## config.mk

```make
export PLATFORM = sky130hd
export DESIGN_NAME = tds_ctrl
export DESIGN_NICKNAME = d
export VERILOG_FILES = /design/src/rtl/tds_pkg.sv /design/src/rtl/tds_ctrl.sv
export SDC_FILE = /design/constraint.sdc
export NUM_CORES = 1
export LEC_CHECK = 0
export ABC_AREA = 1
export BUFFER_PORTS_ARGS = -buffer_cell sky130_fd_sc_hd__buf_2
export CAP_MARGIN = 5
export CORE_MARGIN = 2
export CORE_UTILIZATION = 38
export DETAILED_ROUTE_END_ITERATION = 12
export HOLD_SLACK_MARGIN = 0.12
export PLACE_DENSITY = 0.74
export SYNTH_ARGS = -nofsm -noshare
export SYNTH_HDL_FRONTEND = slang
export SYNTH_SLANG_ARGS = --single-unit
```

## constraint.sdc

```tcl
create_clock -name clk_i -period 1.3 [get_ports clk_i]
set_clock_uncertainty 0.2 [all_clocks]
set_input_delay 0 -clock clk_i [delete_from_list [all_inputs] [get_ports clk_i]]
set_output_delay 0 -clock clk_i [all_outputs]
set_load 0.1 [all_outputs]
```

## src/rtl/tds_pkg.sv

```systemverilog
package tds_pkg;

  localparam int MaxRows  = 64;
  localparam int FracBits = 24;
  localparam int DataW    = 48;

  typedef struct packed {
    logic signed [DataW-1:0] sub_coeff;
    logic signed [DataW-1:0] diag_coeff;
    logic signed [DataW-1:0] super_coeff;
    logic signed [DataW-1:0] rhs_value;
    logic                    final_row;
  } row_t;

  typedef struct packed {
    logic signed [DataW-1:0] solution_value;
    logic                    last_solution;
    logic                    fault;
  } res_t;

  typedef struct packed {
    logic             fault;
    logic [DataW-1:0] val;
  } fx_t;

  typedef enum logic [1:0] {
    MUL_RATIO_UPPER,
    MUL_RATIO_RHS,
    MUL_UPPER_X
  } mul_sel_e;

  typedef enum logic {
    DIV_SUB_PIV,
    DIV_S_PIV
  } div_sel_e;

  typedef struct packed {
    logic     latch;
    logic     load_first;
    logic     mul_go;
    mul_sel_e mul_sel;
    logic     piv_from_mul;
    logic     rhs_from_mul;
    logic     store_row;
    logic     div_go;
    div_sel_e div_sel;
    logic     ratio_from_div;
    logic     cnt_inc;
    logic     set_fault;
    logic     idx_init;
    logic     rd;
    logic     s_from_rhs;
    logic     s_from_mul;
    logic     x_from_div;
    logic     idx_dec;
    logic     idx_inc;
    logic     emit;
    logic     clear;
  } cmd_t;

  typedef struct packed {
    logic full;
    logic cnt_zero;
    logic fin;
    logic mul_done;
    logic div_done;
    logic idx_zero;
    logic idx_last;
  } sts_t;

  function automatic logic [DataW-1:0] mag(input logic [DataW-1:0] a);
    return a[DataW-1] ? DataW'(-a) : a;
  endfunction

  function automatic fx_t finish(input logic neg, input logic [DataW:0] q, input logic ovf);
    fx_t r;
    logic [DataW:0] limit;
    limit = neg ? {2'b01, {(DataW-1){1'b0}}} : {2'b00, {(DataW-1){1'b1}}};
    r.fault = ovf || (q > limit);
    r.val   = r.fault ? limit[DataW-1:0] : q[DataW-1:0];
    if (neg) begin
      r.val = DataW'(-r.val);
    end
    return r;
  endfunction

  function automatic fx_t fx_sub(input logic [DataW-1:0] a, input logic [DataW-1:0] b);
    fx_t r;
    logic [DataW:0] d;
    d = {a[DataW-1], a} - {b[DataW-1], b};
    r.fault = d[DataW] != d[DataW-1];
    if (!r.fault) begin
      r.val = d[DataW-1:0];
    end else if (d[DataW]) begin
      r.val = {1'b1, {(DataW-1){1'b0}}};
    end else begin
      r.val = {1'b0, {(DataW-1){1'b1}}};
    end
    return r;
  endfunction

endpackage

```

## src/rtl/tds_ctrl.sv

```systemverilog
module tds_ctrl (
  input  logic          clk_i,
  input  logic          rst_ni,
  input  logic          start,
  output logic          busy,
  input  tds_pkg::sts_t sts_i,
  output tds_pkg::cmd_t cmd_o
);

  typedef enum logic [3:0] {
    S_IDLE, S_ROW, S_W1, S_W2, S_STORE, S_WD, S_BINIT, S_BREAD,
    S_BSEL, S_BWM, S_BDIV, S_BWD, S_EMIT
  } state_e;

  state_e state_q, state_d;

  always_comb begin
    cmd_o   = '0;
    state_d = state_q;
    unique case (state_q)
      S_IDLE: begin
        if (start) begin
          cmd_o.latch = 1'b1;
          state_d     = S_ROW;
        end
      end
      S_ROW: begin
        if (sts_i.full) begin
          cmd_o.set_fault = 1'b1;
          state_d         = sts_i.fin ? S_BINIT : S_IDLE;
        end else if (sts_i.cnt_zero) begin
          cmd_o.load_first = 1'b1;
          state_d          = S_STORE;
        end else begin
          cmd_o.mul_go  = 1'b1;
          cmd_o.mul_sel = tds_pkg::MUL_RATIO_UPPER;
          state_d       = S_W1;
        end
      end
      S_W1: begin
        if (sts_i.mul_done) begin
          cmd_o.piv_from_mul = 1'b1;
          cmd_o.mul_go       = 1'b1;
          cmd_o.mul_sel      = tds_pkg::MUL_RATIO_RHS;
          state_d            = S_W2;
        end
      end
      S_W2: begin
        cmd_o.mul_sel = tds_pkg::MUL_RATIO_RHS;
        if (sts_i.mul_done) begin
          cmd_o.rhs_from_mul = 1'b1;
          state_d            = S_STORE;
        end
      end
      S_STORE: begin
        cmd_o.store_row = 1'b1;
        if (sts_i.fin) begin
          cmd_o.cnt_inc = 1'b1;
          state_d       = S_BINIT;
        end else begin
          cmd_o.div_go  = 1'b1;
          cmd_o.div_sel = tds_pkg::DIV_SUB_PIV;
          state_d       = S_WD;
        end
      end
      S_WD: begin
        if (sts_i.div_done) begin
          cmd_o.ratio_from_div = 1'b1;
          cmd_o.cnt_inc        = 1'b1;
          state_d              = S_IDLE;
        end
      end
      S_BINIT: begin
        cmd_o.idx_init = 1'b1;
        state_d        = S_BREAD;
      end
      S_BREAD: begin
        cmd_o.rd = 1'b1;
        state_d  = S_BSEL;
      end
      S_BSEL: begin
        if (sts_i.idx_last) begin
          cmd_o.s_from_rhs = 1'b1;
          state_d          = S_BDIV;
        end else begin
          cmd_o.mul_go  = 1'b1;
          cmd_o.mul_sel = tds_pkg::MUL_UPPER_X;
          state_d       = S_BWM;
        end
      end
      S_BWM: begin
        cmd_o.mul_sel = tds_pkg::MUL_UPPER_X;
        if (sts_i.mul_done) begin
          cmd_o.s_from_mul = 1'b1;
          state_d          = S_BDIV;
        end
      end
      S_BDIV: begin
        cmd_o.div_go  = 1'b1;
        cmd_o.div_sel = tds_pkg::DIV_S_PIV;
        state_d       = S_BWD;
      end
      S_BWD: begin
        cmd_o.div_sel = tds_pkg::DIV_S_PIV;
        if (sts_i.div_done) begin
          cmd_o.x_from_div = 1'b1;
          if (sts_i.idx_zero) begin
            state_d = S_EMIT;
          end else begin
            cmd_o.idx_dec = 1'b1;
            state_d       = S_BREAD;
          end
        end
      end
      S_EMIT: begin
        cmd_o.emit = 1'b1;
        if (sts_i.idx_last) begin
          cmd_o.clear = 1'b1;
          state_d     = S_IDLE;
        end else begin
          cmd_o.idx_inc = 1'b1;
        end
      end
      default: state_d = S_IDLE;
    endcase
  end

  always_ff @(posedge clk_i or negedge rst_ni) begin
    if (!rst_ni) begin
      state_q <= S_IDLE;
      busy    <= 1'b0;
    end else begin
      state_q <= state_d;
      busy    <= state_d != S_IDLE;
    end
  end

endmodule

```

==> flow_summary.yaml, run 1 <==
cts:
  clock-sinks: 5
  cts_hold_repair.buffers: 6
  cts_root_buf: "clkbuf_4"
  clk_path_buf_depth: 2
  cts_setup_buffers: 14
  ctsHtreeMaxLevel: 1
  cts_buffers: 3
  cts_resized: 45
synth:
  synth_top_area_cell: "nand2_1"
  synthMuxAreaShare_pct: 0
  synth-compound-area-share_pct: 5.60
  synth_top_family_by_area: "simple AND/OR/NAND/NOR gates"
  netlist_area_um2: 581
  ys_seq_area_share_pct: 21.6
  synth_area_per_cell_um2: 5.14
  syn_nets: 123
  synthAdderAreaFrac_pct: 0
  yosys-top-cells-area: "nand2_1 23%, dfrtp_1 22%, inv_1 16%"
  ys_warn_count: 0
  synth-seq-cells: 5
  synth_top_area_share_pct: 22.6
  synth_cell_type_count: 12
  synth_simple_gate_area_share_pct: 55.4
  syn_inst: 113
  synthXorXnorAreaFrac_pct: 0
status:
  haltStage: "clock tree synthesis"
  tool.error: "[ERROR DPL-0038] Utilization greater than 100%, impossible to legalize"
  status: "stopped before the end"
placed_design:
  dpl.hpwl_um: 2410
  port_buffers: 32
  postPlaceCellArea_mm2: 0.00139
  place_congestion: 0.913
  dp.cells: 182
die:
  rows: 14
  ioPinCount: 33
  start_util_pct: 39.5
  die_w_um: 43.1
  dieHeight_um: 43.1
## metrics by stage
step | setup WS [ns] | TNS [ns]
3_3_place_gp | -0.212 | -2.88
2_1_floorplan | -1.10 | -8.00
3_5_place_dp | -0.361 | -5.03
## synthesized netlist by cell type, drive strengths merged
master,count
o21ai,5
nor2,21
o211ai,1
inv,27
dfrtp,5
nor3,2
nand3,14
nor4,1
nand4,2
nand2,35
## logic make-up after synthesis
logic type	count (synthesis)
and+or+nand+nor	75
buffers and inverters	27
AOI/OAI and AO/OA	6
DFF	5
==> run 2, diff against run 1 <==
Settings changed: CORE_AREA set to 2 2 63 65, CORE_MARGIN 2 to not set, CORE_UTILIZATION 38 to not set, DIE_AREA set to 0 0 65 67, HOLD_SLACK_MARGIN 0.12 to not set, PLACE_DENSITY 0.74 to not set, PLACE_DENSITY_LB_ADDON set to 0.15.
Clock period 1.3 ns to 1.7 ns, I/O delays scaled along.
==> run 2 against run 1 <==
Compared with the run above: the flow now finishes, with violations (hold timing, setup timing); synthesized area did not move; synthesized cell count did not move.
==> flow_summary.yaml, run 2 <==
pwr:
  p_sw_uw: 1520
  vdd_drop_max_mv: 0.751
  seqPwrFrac_pct: 9.7
  p_int_uw: 1030
  combPwrFrac_pct: 81.8
  p_per_area_mw_per_mm2: 1780
  clockPowerShare_pct: 8.5
  switching_share_pct: 59.5
  p_leak_uw: 0.000744
final_layout:
  drive_above_1_share_pct: 44.8
  fillCellCount: 379
  largest_reg_flops: 4
  final_cell_mix: "31 x nand2_1, 22 x inv_1, 22 x buf_12, 12 x nand3_1, 11 x nor2_1"
  fin_util_pct: 39.8
  diodes: 0
  reg_top3: "state_q x4, busy x1"
  nets: 174
  final_cell_area_mm2: 0.00143
  top_register: "state_q"
  syn_to_final_growth_pct: 147
  layout_commonest_cell: "nand2_1"
cts:
  ctsHtreeMaxLevel: 1
  clock-sinks: 5
  cts_tree: "built"
  cts_root_buf: "clkbuf_8"
  cts_buffers: 3
  clk_path_buf_depth: 2
  clock_latency_ns: 0.22
  clk_pin_slew_ns: 0.03
worst_setup_path:
  worstSetupEndpointType: "primary output"
  r2r_cells: 9
  critPathLaunchType: "flop"
  critical_path_class: "reg -> out"
  arrival_ns: 1.50
  cp_max_fo: 5
  required_ns: 1.50
die:
  die-area_mm2: 0.00436
  start_util_pct: 16.1
  rows: 22
  dieHeight_um: 67
  coreArea_mm2: 0.00361
  ioPinCount: 33
  die_w_um: 65
synth:
  synth_top_family_by_area: "simple AND/OR/NAND/NOR gates"
  synthAdderAreaFrac_pct: 0
  synth_simple_gate_area_share_pct: 55.4
  synth-edff-count: 0
  synth_top_area_cell: "nand2_1"
  synth_cell_type_count: 12
  synthArstFlopShare_pct: 100
  syn_inst: 113
  synth_ff_type: "dfrtp_1"
  synth-compound-area-share_pct: 5.60
  synthTopCellsByCount: "35 x nand2_1, 24 x inv_1, 16 x nor2_1"
  synthMuxAreaShare_pct: 0
  ys_warn_count: 0
  syn_nets: 123
  synth_area_per_cell_um2: 5.14
  ys_seq_area_share_pct: 21.6
  yosys-top-cells-area: "nand2_1 23%, dfrtp_1 22%, inv_1 16%"
  synth_most_common_cell: "nand2_1"
  netlist_area_um2: 581
  synth-seq-cells: 5
  synthXorXnorAreaFrac_pct: 0
  synth_top_area_share_pct: 22.6
placed_design:
  postPlaceCellArea_mm2: 0.00129
  dpl.hpwl_um: 1900
  place_congestion: 0.865
  port_buffers: 32
  post-place-ws_ns: 0.0624
sta:
  rsz0062_at_grt: "yes"
  finalHoldViolCount: 1
  slew_viol_final: 0
  max_freq_ghz: 0.587
  hold_ws_ns: -0.00822
  fin_crit_ns: 1.70
  worst_pin_slew_ns: 0.485
  final-setup-viol-count: 1
  relSlewSlack_pct: 67.9
  worst_slack_ns: -0.00315
  fin_crit_sh_pct: 100
global_routing:
  grt_pass1_wl_um: 3900
  antenna_found_initial: 0
  track_usage_pct: 11.5
  grt_max_degree: 8
  grt_pass1_vias: 864
  overflow: 0
drt:
  drt-initial-drc-count: 29
  num_vias: 852
  via_per_inst: 4.04
  postRouteAntennaNets: 0
  drtPass1Iterations: 4
  wl_per_cell_um: 10.7
  routed_wl_um: 2260
  drc: 0
status:
  status: "finished, violations left"
  violations: "hold timing, setup timing"
min_path:
  whs_path_depth: 5
  hold_class: "in -> reg"
flow_run:
  maxCapViolations: 0
[run 2: path summary, 6_finish.rpt]
check | start | endpoint | slack [ns]
setup / recovery | state_q[1] | cmd_o[19] | -0.003
hold / removal | sts_i[4] | state_q[1] | -0.008
setup reg to reg | state_q[2] | busy | 0.08
hold reg to reg | state_q[2] | state_q[3] | 0.58
max in group asynchronous | rst_ni | state_q[2] | 0.60
min in group asynchronous | rst_ni | busy | 0.49
[run 2: layout make-up]
cell class | count | area [um2] | area share [%]
tap | 48 | 60.1 | 4.19
sequential | 5 | 128 | 8.90
timing repair buffer | 46 | 609 | 42.5
inverter | 27 | 111 | 7.77
clock buffer | 4 | 45.0 | 3.14
multi-input combinational | 81 | 480 | 33.5
[run 2: power groups by stage]
stage,Sequential [uW],Clock [uW],Combinational (uW)
2_1_floorplan,296,0,1180
3_3_place_gp,234,0,1960
3_5_place_dp,237,0,1960
4_1_cts,244,222,2000
5_1_grt,253,240,2210
6_report,247,217,2090
[run 2: critical path: stages, from the launching register on]
cell and delay [ns]:
dfrtp_1 0.40, buf_4 0.15, nor2_4 0.16, nand2_2 0.10, o211ai_1 0.26, buf_12 0.22
[run 2: what timing repair did]
item	CTS	global route
pin swaps	2	3
endpoints found under the setup margin	5	12
endpoints found under the hold margin	7	0
hold buffers	4	0
resized for setup	6	12
setup buffers	0	1
[run 2: cell families after synthesis]
kind of cell | Yosys count
AO/OA/AOI/OAI | 6
buffers and inverters | 27
AND/OR/NAND/NOR | 75
flip-flops | 5
[run 2: stage by stage]
| step | std cells | TNS, ns | power [uW] |
|---|---|---|---|
| finish | 211 | -0.00315 | 2550 |
| CTS | 210 | -0.0154 | 2460 |
| detailed placement | 202 | 0 | 2200 |
| global placement | 202 | 0 | 2190 |
| floorplan | 113 | -2.22 | 1480 |
| global route | 211 | -0.206 | 2700 |
[run 2: per-layer routing]
layer	wire, um	up-vias	GRT usage, %
met4	0	0	3.99
met3	119	0	1.52
met2	1180	28	20.4
li1	-	444	-
met5	0	-	0
met1	959	380	14.3
Power figures use the tool's default switching activity.
